File: src/rtl/core/u8d_pkg.sv
// Shared types and constants for the UTF-8 stream decoder.
`timescale 1ns / 1ps
package u8d_pkg;

  localparam int unsigned CpW = 21;

  localparam logic [CpW-1:0] CP_MAX       = 21'h10FFFF;
  localparam logic [CpW-1:0] SURR_LO      = 21'h00D800;
  localparam logic [CpW-1:0] SURR_HI      = 21'h00DFFF;
  localparam logic [CpW-1:0] SUB_RESET    = 21'h00FFFD;
  localparam logic [CpW-1:0] PV_E0_LEAD   = 21'h000000;
  localparam logic [CpW-1:0] PV_ED_LEAD   = 21'h00000D;
  localparam logic [CpW-1:0] PV_F0_LEAD   = 21'h000000;
  localparam logic [CpW-1:0] PV_F4_LEAD   = 21'h000004;

  localparam logic [7:0] LEAD2_LO = 8'hC2;
  localparam logic [7:0] LEAD2_HI = 8'hDF;
  localparam logic [7:0] LEAD3_LO = 8'hE0;
  localparam logic [7:0] LEAD3_HI = 8'hEF;
  localparam logic [7:0] LEAD4_LO = 8'hF0;
  localparam logic [7:0] LEAD4_HI = 8'hF4;
  localparam logic [7:0] CONT_A0  = 8'hA0;
  localparam logic [7:0] CONT_90  = 8'h90;

  localparam logic [16:0] MIN_2B = 17'h00080;
  localparam logic [16:0] MIN_3B = 17'h00800;
  localparam logic [16:0] MIN_4B = 17'h10000;

  // input action codes
  localparam logic ACT_PUSH  = 1'b0;
  localparam logic ACT_FLUSH = 1'b1;

  // one buffered input item
  typedef struct packed {
    logic       action;
    logic [7:0] data_byte;
  } item_t;

  // results caused by one item: count 0..2, first result in cp0
  typedef struct packed {
    logic [1:0]     cnt;
    logic [CpW-1:0] cp0;
    logic [CpW-1:0] cp1;
  } res_t;

endpackage

File: src/rtl/core/u8d_in_stage.sv
// Input register of the UTF-8 stream decoder.
`timescale 1ns / 1ps
module u8d_in_stage (
  input  logic          clk,
  input  logic          rst_n,
  input  logic          in_tvalid,
  output logic          in_tready,
  input  u8d_pkg::item_t in_item,
  output logic          s1_valid,
  output u8d_pkg::item_t s1_item,
  input  logic          s1_take
);

  logic           valid_r;
  u8d_pkg::item_t item_r;

  // free when empty or the held item moves on this cycle
  assign in_tready = !valid_r || s1_take;
  assign s1_valid  = valid_r;
  assign s1_item   = item_r;

  always_ff @(posedge clk) begin
    if (!rst_n) begin
      valid_r <= 1'b0;
    end else if (in_tready) begin
      valid_r <= in_tvalid;
    end
  end

  always_ff @(posedge clk) begin
    if (in_tvalid && in_tready) begin
      item_r <= in_item;
    end
  end

endmodule

File: src/rtl/core/u8d_decode.sv
// Decoder state and per-byte decode logic.
`timescale 1ns / 1ps
module u8d_decode (
  input  logic                      clk,
  input  logic                      rst_n,
  input  logic                      cfg_wr_en,
  input  logic [u8d_pkg::CpW-1:0]   cfg_wr_data,
  input  logic                      step,
  input  u8d_pkg::item_t            item,
  output u8d_pkg::res_t             res
);

  logic [u8d_pkg::CpW-1:0] sub_r;
  logic [u8d_pkg::CpW-1:0] pv_r, pv_nxt;
  logic [1:0]              owed_r, owed_nxt;
  logic [16:0]             min_r, min_nxt;

  always_comb begin
    logic [7:0]              b;
    logic                    bad;
    logic [u8d_pkg::CpW-1:0] val;
    logic [u8d_pkg::CpW-1:0] e0, e1;
    logic [1:0]              n;
    b        = item.data_byte;
    bad      = 1'b0;
    val      = {pv_r[u8d_pkg::CpW-7:0], b[5:0]};
    e0       = sub_r;
    e1       = sub_r;
    n        = 2'd0;
    pv_nxt   = pv_r;
    owed_nxt = owed_r;
    min_nxt  = min_r;

    if (item.action == u8d_pkg::ACT_FLUSH) begin
      if (owed_r != 2'd0) begin
        owed_nxt = 2'd0;
        n        = 2'd1;
      end
    end else if (b[7:6] == 2'b10) begin
      bad = (owed_r == 2'd2 && pv_r == u8d_pkg::PV_E0_LEAD && b <  u8d_pkg::CONT_A0) ||
            (owed_r == 2'd2 && pv_r == u8d_pkg::PV_ED_LEAD && b >= u8d_pkg::CONT_A0) ||
            (owed_r == 2'd3 && pv_r == u8d_pkg::PV_F0_LEAD && b <  u8d_pkg::CONT_90) ||
            (owed_r == 2'd3 && pv_r == u8d_pkg::PV_F4_LEAD && b >= u8d_pkg::CONT_90);
      if (owed_r == 2'd0) begin
        n = 2'd1;                       // stray continuation
      end else if (bad) begin
        owed_nxt = 2'd0;
        n        = 2'd2;
      end else begin
        pv_nxt   = val;
        owed_nxt = owed_r - 2'd1;
        if (owed_r == 2'd1) begin
          n = 2'd1;
          if (!(val < {4'd0, min_r} || val > u8d_pkg::CP_MAX ||
                (val >= u8d_pkg::SURR_LO && val <= u8d_pkg::SURR_HI))) begin
            e0 = val;
          end
        end
      end
    end else begin
      // lead or ASCII byte: close any pending sequence first
      if (owed_r != 2'd0) begin
        owed_nxt = 2'd0;
        n        = 2'd1;
      end
      if (b[7] == 1'b0) begin
        if (n == 2'd0) begin
          e0 = {13'd0, b};
        end else begin
          e1 = {13'd0, b};
        end
        n = n + 2'd1;
      end else if (b inside {[u8d_pkg::LEAD2_LO:u8d_pkg::LEAD2_HI]}) begin
        pv_nxt   = {16'd0, b[4:0]};
        owed_nxt = 2'd1;
        min_nxt  = u8d_pkg::MIN_2B;
      end else if (b inside {[u8d_pkg::LEAD3_LO:u8d_pkg::LEAD3_HI]}) begin
        pv_nxt   = {17'd0, b[3:0]};
        owed_nxt = 2'd2;
        min_nxt  = u8d_pkg::MIN_3B;
      end else if (b inside {[u8d_pkg::LEAD4_LO:u8d_pkg::LEAD4_HI]}) begin
        pv_nxt   = {18'd0, b[2:0]};
        owed_nxt = 2'd3;
        min_nxt  = u8d_pkg::MIN_4B;
      end else begin
        n = n + 2'd1;                   // bad lead byte
      end
    end

    res.cnt = n;
    res.cp0 = e0;
    res.cp1 = e1;
  end

  always_ff @(posedge clk) begin
    if (!rst_n) begin
      sub_r  <= u8d_pkg::SUB_RESET;
      pv_r   <= '0;
      owed_r <= 2'd0;
      min_r  <= '0;
    end else begin
      if (cfg_wr_en) begin
        sub_r <= cfg_wr_data;
      end
      if (step) begin
        pv_r   <= pv_nxt;
        owed_r <= owed_nxt;
        min_r  <= min_nxt;
      end
    end
  end

`ifndef NO_ASSERTIONS
  // a flush always leaves nothing pending
  a_flush_clears: assert property (@(posedge clk) disable iff (!rst_n)
    step && item.action == u8d_pkg::ACT_FLUSH |=> owed_r == 2'd0)
    else $error("flush left a sequence pending");
  // two results only when a sequence was pending or a bad continuation seen
  a_two_needs_pending: assert property (@(posedge clk) disable iff (!rst_n)
    step && res.cnt == 2'd2 |-> owed_r != 2'd0)
    else $error("two results with nothing pending");
`endif

endmodule

File: src/rtl/core/u8d_out_buf.sv
// Result pair register that hands results out one transfer at a time.
`timescale 1ns / 1ps
module u8d_out_buf (
  input  logic                     clk,
  input  logic                     rst_n,
  input  logic                     load,
  input  u8d_pkg::res_t            res,
  output logic                     can_load,
  output logic                     out_tvalid,
  input  logic                     out_tready,
  output logic [u8d_pkg::CpW-1:0]  out_cp,
  output logic                     out_tlast
);

  logic [1:0]              cnt_r;
  logic [u8d_pkg::CpW-1:0] cp0_r;
  logic [u8d_pkg::CpW-1:0] cp1_r;
  logic                    pop;

  assign out_tvalid = cnt_r != 2'd0;
  assign out_cp     = cp0_r;
  assign out_tlast  = cnt_r == 2'd1;
  assign pop        = out_tvalid && out_tready;
  assign can_load   = cnt_r == 2'd0 || (cnt_r == 2'd1 && out_tready);

  always_ff @(posedge clk) begin
    if (!rst_n) begin
      cnt_r <= 2'd0;
    end else if (load) begin
      cnt_r <= res.cnt;
    end else if (pop) begin
      cnt_r <= cnt_r - 2'd1;
    end
  end

  always_ff @(posedge clk) begin
    if (load) begin
      cp0_r <= res.cp0;
      cp1_r <= res.cp1;
    end else if (pop) begin
      cp0_r <= cp1_r;
    end
  end

`ifndef NO_ASSERTIONS
  a_cnt_range: assert property (@(posedge clk) disable iff (!rst_n)
    cnt_r != 2'd3)
    else $error("result count out of range");
  a_no_overwrite: assert property (@(posedge clk) disable iff (!rst_n)
    load |-> cnt_r == 2'd0 || (cnt_r == 2'd1 && pop))
    else $error("pending result overwritten");
  a_pair_drains: assert property (@(posedge clk) disable iff (!rst_n)
    pop && cnt_r == 2'd2 |=> cnt_r == 2'd1 && out_cp == $past(cp1_r))
    else $error("second result lost");
`endif

endmodule

File: src/rtl/core/utf8_stream_decoder.sv
// Top level of the UTF-8 stream decoder.
`timescale 1ns / 1ps
// Decodes a UTF-8 byte stream into 21-bit code points. Each input transfer
// carries one byte (in_tdata) and an action bit (in_tuser: 0 push the byte,
// 1 flush a pending sequence). Malformed input (stray continuation, bad lead,
// truncated, overlong, surrogate or above 0x10FFFF) yields the substitute code
// set through cfg_wr_en/cfg_wr_data (reset 0xFFFD). An input transfer causes
// zero, one or two result transfers; out_tlast marks the last one belonging to
// that input. An input register feeds the decode logic, which writes a
// two-entry result register, so a byte is accepted every cycle as long as it
// causes at most one result and the output side is ready; an input causing
// two results holds the decoder until the first of them is taken, the rate
// being set by the single output port draining one code point per cycle
// while out_tready is high. Write the substitute only while the block is
// idle.
module utf8_stream_decoder (
  input  logic        clk,
  input  logic        rst_n,
  // config
  input  logic        cfg_wr_en,
  input  logic [20:0] cfg_wr_data,   // substitute_code
  // input stream
  input  logic        in_tvalid,
  output logic        in_tready,
  input  logic [7:0]  in_tdata,      // [7:0] data_byte
  input  logic        in_tuser,      // [0] action
  // result stream
  output logic        out_tvalid,
  input  logic        out_tready,
  output logic [23:0] out_tdata,     // [20:0] code_point, [23:21] zero
  output logic        out_tlast      // last_of_run
);

  u8d_pkg::item_t          in_item;
  u8d_pkg::item_t          s1_item;
  u8d_pkg::res_t           res;
  logic                    s1_valid;
  logic                    can_load;
  logic                    step;
  logic [u8d_pkg::CpW-1:0] out_cp;

  assign in_item.action    = in_tuser;
  assign in_item.data_byte = in_tdata;

  // decode advances when a byte is held and the result register has room
  assign step = s1_valid && can_load;

  u8d_in_stage u_in (
    .clk       (clk),
    .rst_n     (rst_n),
    .in_tvalid (in_tvalid),
    .in_tready (in_tready),
    .in_item   (in_item),
    .s1_valid  (s1_valid),
    .s1_item   (s1_item),
    .s1_take   (step)
  );

  u8d_decode u_dec (
    .clk         (clk),
    .rst_n       (rst_n),
    .cfg_wr_en   (cfg_wr_en),
    .cfg_wr_data (cfg_wr_data),
    .step        (step),
    .item        (s1_item),
    .res         (res)
  );

  u8d_out_buf u_out (
    .clk        (clk),
    .rst_n      (rst_n),
    .load       (step),
    .res        (res),
    .can_load   (can_load),
    .out_tvalid (out_tvalid),
    .out_tready (out_tready),
    .out_cp     (out_cp),
    .out_tlast  (out_tlast)
  );

  assign out_tdata = {3'b000, out_cp};

endmodule

File: config.mk
export PLATFORM = sky130hd
export DESIGN_NAME = utf8_stream_decoder
export DESIGN_NICKNAME = d
export VERILOG_FILES = /design/src/rtl/core/u8d_pkg.sv /design/src/rtl/core/u8d_in_stage.sv /design/src/rtl/core/u8d_decode.sv /design/src/rtl/core/u8d_out_buf.sv /design/src/rtl/core/utf8_stream_decoder.sv
export SDC_FILE = /design/constraint.sdc
export NUM_CORES = 1
export LEC_CHECK = 0
export BUFFER_PORTS_ARGS = -buffer_cell sky130_fd_sc_hd__buf_2
export CAP_MARGIN = 20
export CORE_ASPECT_RATIO = 1.4
export CORE_UTILIZATION = 37
export CTS_BUF_LIST = sky130_fd_sc_hd__clkbuf_2
export DETAILED_ROUTE_END_ITERATION = 6
export PLACE_DENSITY = 0.62
export SETUP_SLACK_MARGIN = 0.15
export SYNTH_ARGS = -nofsm -noshare
export SYNTH_HDL_FRONTEND = slang
export SYNTH_SLANG_ARGS = --single-unit
File: constraint.sdc
create_clock -name clk -period 3.5 [get_ports clk]
set_clock_uncertainty 0.2 [all_clocks]
set_input_delay 0.7 -clock clk [delete_from_list [all_inputs] [get_ports clk]]
set_output_delay 0.7 -clock clk [all_outputs]
set_load 0.02 [all_outputs]
======== Word level (Yosys, flattened, before mapping) ========
Index checks and enable logic that the tools add are counted.
cells by class
  muxes and demuxes ....................... 47
  bitwise logic cells ..................... 2
  magnitude comparators ................... 14
  add/sub/neg operators ................... 3
  equal/unequal tests ..................... 10
  reductions and logical operators ........ 37
operators with widths
  operator              number
  $mux 21               21
  $mux 17               3
  $mux 2                21
  $ge 8x8->1 const B    5
  $le 8x8->1 const B    3
  $eq 21x3->1 const B   1
  $eq 21x4->1 const B   1
  $ge 21x16->1 const B  1
  $gt 21x21->1 const B  1
  $le 21x16->1 const B  1
  $logic_not 21->1      1
  $lt 21x17->1          1
  $logic_and 1x1->1     16
  $lt 8x8->1 const B    2
  $reduce_bool 2->1     4
  $logic_or 1x1->1      7
  $eq 2x2->1 const B    3
  $logic_not 2->1       3
  $reduce_and 6->1      1
  $reduce_and 5->1      1
  $eq 2x1->1 const B    2
  $ne 2x2->1 const B    2
  $reduce_bool 4->1     1
  $sub 2x1->2 const B   2
  other kinds (7)       9
word-level totals
  register bits ........................... 115
  input bits .............................. 35
  output and inout port bits .............. 27
  word-level logic and storage cells ...... 123

======== Depth between registers and ports, before layout ========
  depth in word-level cells ............... 12
  mapped depth ............................ 11
  gate-level depth less buffers ........... 9

======== Hierarchy ========
A second synthesis with hierarchy kept.
unflattened totals
  cells, all modules ...................... 504
  area total of the unflattened synthesis .. 5205.0 µm²
by module, submodules not included
  module               instances  area an instance (µm²)  cells each
  u8d_decode           1          3081.7                  400
  u8d_out_buf          1          1762.9                  85
  u8d_in_stage         1          327.8                   14
  utf8_stream_decoder  1          32.5                    5

======== Least setup slack after synthesis ========
Ideal clock, no wire load.
  path type ............................... reg2reg
  start point ............................. reg u_out.cnt_r[0]
  end point ............................... reg u_out.cp0_r (netlist bit u_out.out_cp[11]), data pin
  required time ........................... 2.992 ns
  cell stages (with the launch flop) ...... 9
  arrival ................................. 2.460 ns
  setup slack ............................. 0.531 ns
  cell sequence ........................... dfxtp_1 ha_1 a21oi_1 nand2b_1 clkbuf_1 inv_2 clkbuf_1 clkbuf_1 a31oi_1
on the way
  cells in the longest elaborated chain, start to end .. 5
ends and longest elaborated chain
  element                   line                       source
  start: declaration        u8d_out_buf.sv:15          logic [1:0] cnt_r;
  start signal: assignment  u8d_out_buf.sv:30          cnt_r <= res.cnt;
  start signal: assignment  u8d_out_buf.sv:32          cnt_r <= cnt_r - 2'd1;
  $eq 2x1->1                --
  named net out_tlast       utf8_stream_decoder.sv:31  output logic out_tlast
  $logic_and 1x1->1         u8d_out_buf.sv:24          assign can_load = cnt_r == 2'd0 || (cnt_r == 2'd1 && out_tready);
  $logic_or 1x1->1          u8d_out_buf.sv:24
  $logic_and 1x1->1         utf8_stream_decoder.sv:46  assign step = s1_valid && can_load;
  named net step            utf8_stream_decoder.sv:39  logic step;
  $mux 21                   u8d_out_buf.sv:37          if (load) begin
  end signal: assignment    u8d_out_buf.sv:38          cp0_r <= res.cp0;
  end signal: assignment    u8d_out_buf.sv:41          cp0_r <= cp1_r;
  end: declaration          u8d_out_buf.sv:16          logic [u8d_pkg::CpW-1:0] cp0_r;
The timed path passes the listed nets, and every way through them passes these cells.
A chain may end at the register's enable or synchronous reset.

======== Worst setup path after layout ========
  start point ............................. reg u_in.item_r (netlist bit u_in.s1_item[7])
  end point ............................... reg u_out.cp0_r (netlist bit u_out.out_cp[19]), data pin
on the way
  cells in the longest elaborated chain, start to end .. 10
ends and longest elaborated chain
  element                                      line                                source
  start: declaration                           u8d_in_stage.sv:15                  u8d_pkg::item_t item_r;
  start signal: assignment                     u8d_in_stage.sv:32                  item_r <= in_item;
  $lt 8x8->1 or $ge 8x8->1 (tied branches)     u8d_decode.sv:40, u8d_decode.sv:41
  $logic_and 1x1->1, on equally long branches  u8d_decode.sv:40, u8d_decode.sv:41
  $logic_or 1x1->1                             u8d_decode.sv:40                    bad = (owed_r == 2'd2 && pv_r == u8d_pkg::PV_E0_LEAD && b < u8d_pkg::CONT_A0) ||
  $logic_or 1x1->1                             u8d_decode.sv:41                    (owed_r == 2'd2 && pv_r == u8d_pkg::PV_ED_LEAD && b >= u8d_pkg::CONT_A0) ||
  $logic_or 1x1->1                             u8d_decode.sv:42                    (owed_r == 2'd3 && pv_r == u8d_pkg::PV_F0_LEAD && b < u8d_pkg::CONT_90) ||
  $mux 21                                      u8d_decode.sv:46                    end else if (bad) begin
  $mux 21                                      u8d_decode.sv:44                    if (owed_r == 2'd0) begin
  $mux 21 *                                    u8d_decode.sv:39                    end else if (b[7:6] == 2'b10) begin
  $mux 21 *                                    u8d_decode.sv:34                    if (item.action == u8d_pkg::ACT_FLUSH) begin
  $mux 21 *                                    u8d_out_buf.sv:37
Every way passes the cells marked *; elsewhere a longest branch is shown, timed or not.

==> results_tabular.tex <==
\begin{tabular}{lr}
\hline
Metric & Value \\
\hline
\multicolumn{2}{l}{\textbf{Timing}} \\
\quad Fmax achieved & 0.367 GHz \\
\quad Tightest Pin Transition & 0.828 ns \\
\quad Fin Setup TNS & 0 ns \\
\quad Unrepaired setup endpoints after global routing & false \\
\quad Final critical-path setup slack & approximately 0.78 ns \\
\quad Shortest clock period the worst path allows after layout & 2.72 ns \\
\quad Final Slew Violations & 0 \\
\quad Final hold slack & $\sim$0.090 ns \\
\quad Max transition margin & 44.5\% \\
\quad Final setup violation count & 0 \\
\quad Crit share post-route & $\sim$80\% \\
\quad Final Hold Fails & 0 \\
\multicolumn{2}{l}{\textbf{Yosys}} \\
\quad Most used DFF post-synth & sky130\_fd\_sc\_hd\_\_edfxtp\_1 \\
\quad Post-synth EDFFs & a little over 50 \\
\quad Synthesized area divided by synthesized cell count & 10.3 um2 \\
\quad Warnings, synthesis & 0 \\
\quad Number of cells produced by synthesis & 472 \\
\quad Synth async-reset ratio & 0\% \\
\quad Sequential element share of the synthesized area & 52.2\% \\
\quad Number of register bits inferred by synthesis & 101 \\
\quad Post-Syn Area & roughly 4800 um2 \\
\quad Yosys cell types & 57 \\
\multicolumn{2}{l}{\textbf{Worst setup path}} \\
\quad Slack of the worst reg-to-reg path & 0.78 ns \\
\quad Crit end category & flip-flop \\
\quad Number of cells traversed by the worst register-to-register path & 7 \\
\quad Critical R2R Capture & u\_out.out\_cp[19]\$\_DFFE\_PP\_ \\
\quad Peak fanout along the critical path & 14 \\
\quad Critical path capture point & u\_out.out\_cp[19]\$\_DFFE\_PP\_ \\
\quad Worst Setup SP & u\_in.s1\_item[7]\$\_DFFE\_PP\_ \\
\quad Worst setup path class & flip-flop to flip-flop \\
\quad Startpoint kind of the worst setup timing path & flip-flop \\
\quad Endpoint required time on the critical path & 3.73 ns \\
\quad Crit Reg-Reg Startpoint & u\_in.s1\_item[7]\$\_DFFE\_PP\_ \\
\quad CP arrival & 2.95 ns \\
\multicolumn{2}{l}{\textbf{Drt}} \\
\quad Wire per inst & 17.5 um \\
\quad Detailed Route WL & 11.8 mm \\
\quad Post-detailed-route via-to-cell ratio & about 5.7 \\
\quad Initial drt markers & 261 \\
\quad Total via count after detailed routing & roughly 3,800 \\
\quad Remaining design rule violation count & 0 \\
\quad First-pass detailed-route iteration total & 5 \\
\quad ANT nets after route & 0 \\
\multicolumn{2}{l}{\textbf{Clock network}} \\
\quad Clock root buffer master & sky130\_fd\_sc\_hd\_\_clkbuf\_2 \\
\quad \# clock sinks & 101 \\
\quad \# H-tree levels & 3 \\
\quad Max Root-Sink Buffers & 2 \\
\quad Setup Buffers After CTS & 0 \\
\quad Number of gates resized after CTS & 0 \\
\quad Clock slew seen by the registers of the worst setup and hold paths & between 0.2 and 0.25 ns \\
\quad CTS tree & built \\
\quad Clock latency of the later-clocked register in the worst-skew pair & 0.57 ns \\
\quad Count of hold buffers inserted by post-cts repair & 0 \\
\quad Num CTS Buffers & 9 \\
\multicolumn{2}{l}{\textbf{GRT}} \\
\quad Total global routing track utilization & between 10\% and 20\% \\
\quad Pin count of the biggest net entering global routing & 63 \\
\quad Overflow left after global routing & 0 \\
\quad Initial antenna violation count & 0 \\
\quad Via count of the first global-routing pass & 3,637 \\
\quad Global-route wire length before repair & 18.7 mm \\
\multicolumn{2}{l}{\textbf{Floorplanning}} \\
\quad Horizontal die dimension & 98.7 um \\
\quad Chip height & 137 um \\
\quad Number of ports placed on the die boundary & 62 \\
\quad DIE AREA & between 10,000 and 15,000 um2 \\
\quad Rows & 49 \\
\quad Std-Cell Core Area & about 13,000 um2 \\
\quad Initial cell density of the core & 37.8\% \\
\multicolumn{2}{l}{\textbf{Pwr}} \\
\quad Peak supply drop & $\sim$360 uV \\
\quad Total power per unit cell area & 513 nW/um2 \\
\quad Leakage dissipation & about 2 nW \\
\multicolumn{2}{l}{\textbf{Run}} \\
\quad Max capacitance violation total & 0 \\
\multicolumn{2}{l}{\textbf{Finish}} \\
\quad Area taken by flip-flops and latches & 2530 um2 \\
\quad Multi-input gate area & 2060 um2 \\
\quad Fill cells & 1,252 \\
\quad Area growth syn-to-layout & 10.1\% \\
\quad Antenna cells & 0 \\
\quad Net count of the finished layout & 560 \\
\quad Cell Count, Final, Fillers Out & $\sim$670 \\
\quad Share of post-route cells with drive strength above 1 & about a fifth \\
\multicolumn{2}{l}{\textbf{Hold path}} \\
\quad Path type of the worst min-delay path & input pin to flip-flop \\
\quad Worst hold path depth & 1 \\
\multicolumn{2}{l}{\textbf{Place}} \\
\quad Global placer's final weighted congestion & roughly 0.88 \\
\quad \# placed instances & 658 \\
\quad Detailed placer's ending HPWL & 8.12 mm \\
\quad Count of port buffers added during placement & 58 \\
\quad Minimum setup slack after placement & 0.777 ns \\
\multicolumn{2}{l}{\textbf{Outcome}} \\
\quad Status & finished, final reports clean \\
\hline
\end{tabular}
synth_stat cells (17+ instances only):
library cell,instances,share of area (%)
sky130_fd_sc_hd__dfxtp_1,50,21
sky130_fd_sc_hd__nor2_1,32,2.5
sky130_fd_sc_hd__nand3_1,23,2.4
sky130_fd_sc_hd__a21oi_1,19,2.0
sky130_fd_sc_hd__clkbuf_1,20,1.5
sky130_fd_sc_hd__edfxtp_1,51,32
sky130_fd_sc_hd__inv_1,18,1.4
sky130_fd_sc_hd__nor2b_1,17,2.2
sky130_fd_sc_hd__mux2i_1,25,5.2
sky130_fd_sc_hd__nand2_1,36,2.8
sky130_fd_sc_hd__a31oi_1,17,2.2
sky130_fd_sc_hd__o211ai_1,17,2.6
worst max-delay path, stage by stage, from the launching register on:
cell,delay (ns)
sky130_fd_sc_hd__edfxtp_1,0.61
sky130_fd_sc_hd__and2_1,0.29
sky130_fd_sc_hd__nor4_2,0.24
sky130_fd_sc_hd__a32oi_1,0.16
sky130_fd_sc_hd__o31ai_4,0.44
sky130_fd_sc_hd__buf_4,0.31
sky130_fd_sc_hd__o211ai_1,0.13
sky130_fd_sc_hd__a31oi_1,0.21
sequential cells by signal, indices dropped and copies added, names as in the netlist:
register	flops
u_dec.min_r	3
u_dec.owed_r	2
u_dec.pv_r	21
u_dec.sub_r	21
u_in.s1_item	9
u_in.s1_valid	1
u_out.cnt_r	2
u_out.cp1_r	21
u_out.out_cp	21
area by class of cell:
class,count,area share [%]
sequential,101,47.4
multi-input combinational,313,38.6
timing repair buffer,71,7.50
tap,153,3.59
inverter,20,1.41
clock buffer,13,1.22
clock inverter,2,0.234
worst min path at each step:
| stage | startpoint | endpoint | slack (ns) |
|---|---|---|---|
| floorplan | u_dec.sub_r[0]$_SDFFE_PN1P_ | u_dec.sub_r[0]$_SDFFE_PN1P_ | 0.25 |
| global placement | u_dec.pv_r[19]$_SDFFE_PN0P_ | u_dec.pv_r[19]$_SDFFE_PN0P_ | 0.28 |
| detailed placement | u_dec.pv_r[16]$_SDFFE_PN0P_ | u_dec.pv_r[16]$_SDFFE_PN0P_ | 0.29 |
| CTS | in_tdata[6] | u_in.s1_item[6]$_DFFE_PP_ | 0.05 |
| global route | in_tdata[5] | u_in.s1_item[5]$_DFFE_PP_ | 0.02 |
| finish | in_tdata[4] | u_in.s1_item[4]$_DFFE_PP_ | 0.09 |
report_power, final:
group / internal [mW] / switching (mW)
registers: 1.44 / 0.0744
logic: 0.258 / 0.493
clock network: 0.100 / 0.375
total: 1.80 / 0.942
cells in the final DEF (no fill, tap or decap), types with 18 or more instances in the layout:
master                     instances
sky130_fd_sc_hd__nor2_1           32
sky130_fd_sc_hd__a21oi_1          19
sky130_fd_sc_hd__mux2i_1          25
sky130_fd_sc_hd__edfxtp_1         51
sky130_fd_sc_hd__buf_2            58
sky130_fd_sc_hd__nand2_1          36
sky130_fd_sc_hd__dfxtp_1          50
sky130_fd_sc_hd__nand3_1          23
sky130_fd_sc_hd__inv_1            18
routing by layer:
| layer | routed length [um] | track usage [%] |
|---|---|---|
| met1 | 5050 | 21.8 |
| met2 | 6000 | 31.3 |
| met3 | 530 | 2.94 |
| met4 | 184 | 7.71 |
| met5 | 0 | 0 |
cells by family (layout without fill, tap and decap cells):
| group | count (synthesis) | after routing | synth area share (%) |
|---|---|---|---|
| buf+inv | 60 | 106 | 5.50 |
| fa+ha+maj | 9 | 9 | 2.32 |
| compound gates | 115 | 115 | 16.9 |
| xor+xnor | 1 | 1 | 0.181 |
| mux | 31 | 31 | 6.56 |
| other cells | 1 | 3 | 0.0774 |
| simple gates | 154 | 154 | 16.2 |
| flops | 101 | 101 | 52.2 |
metrics by stage:
stage / power, mW / utilization [%] / cell area [um2]
floorplan: 2.05 / - / 4850
global placement: 2.28 / 41.1 / 5260
detailed placement: 2.30 / 41.1 / 5260
CTS: 2.76 / 41.7 / 5340
global route: 2.89 / 41.7 / 5340
finish: 2.74 / 41.7 / 5340
Power figures use the tool's default switching activity.
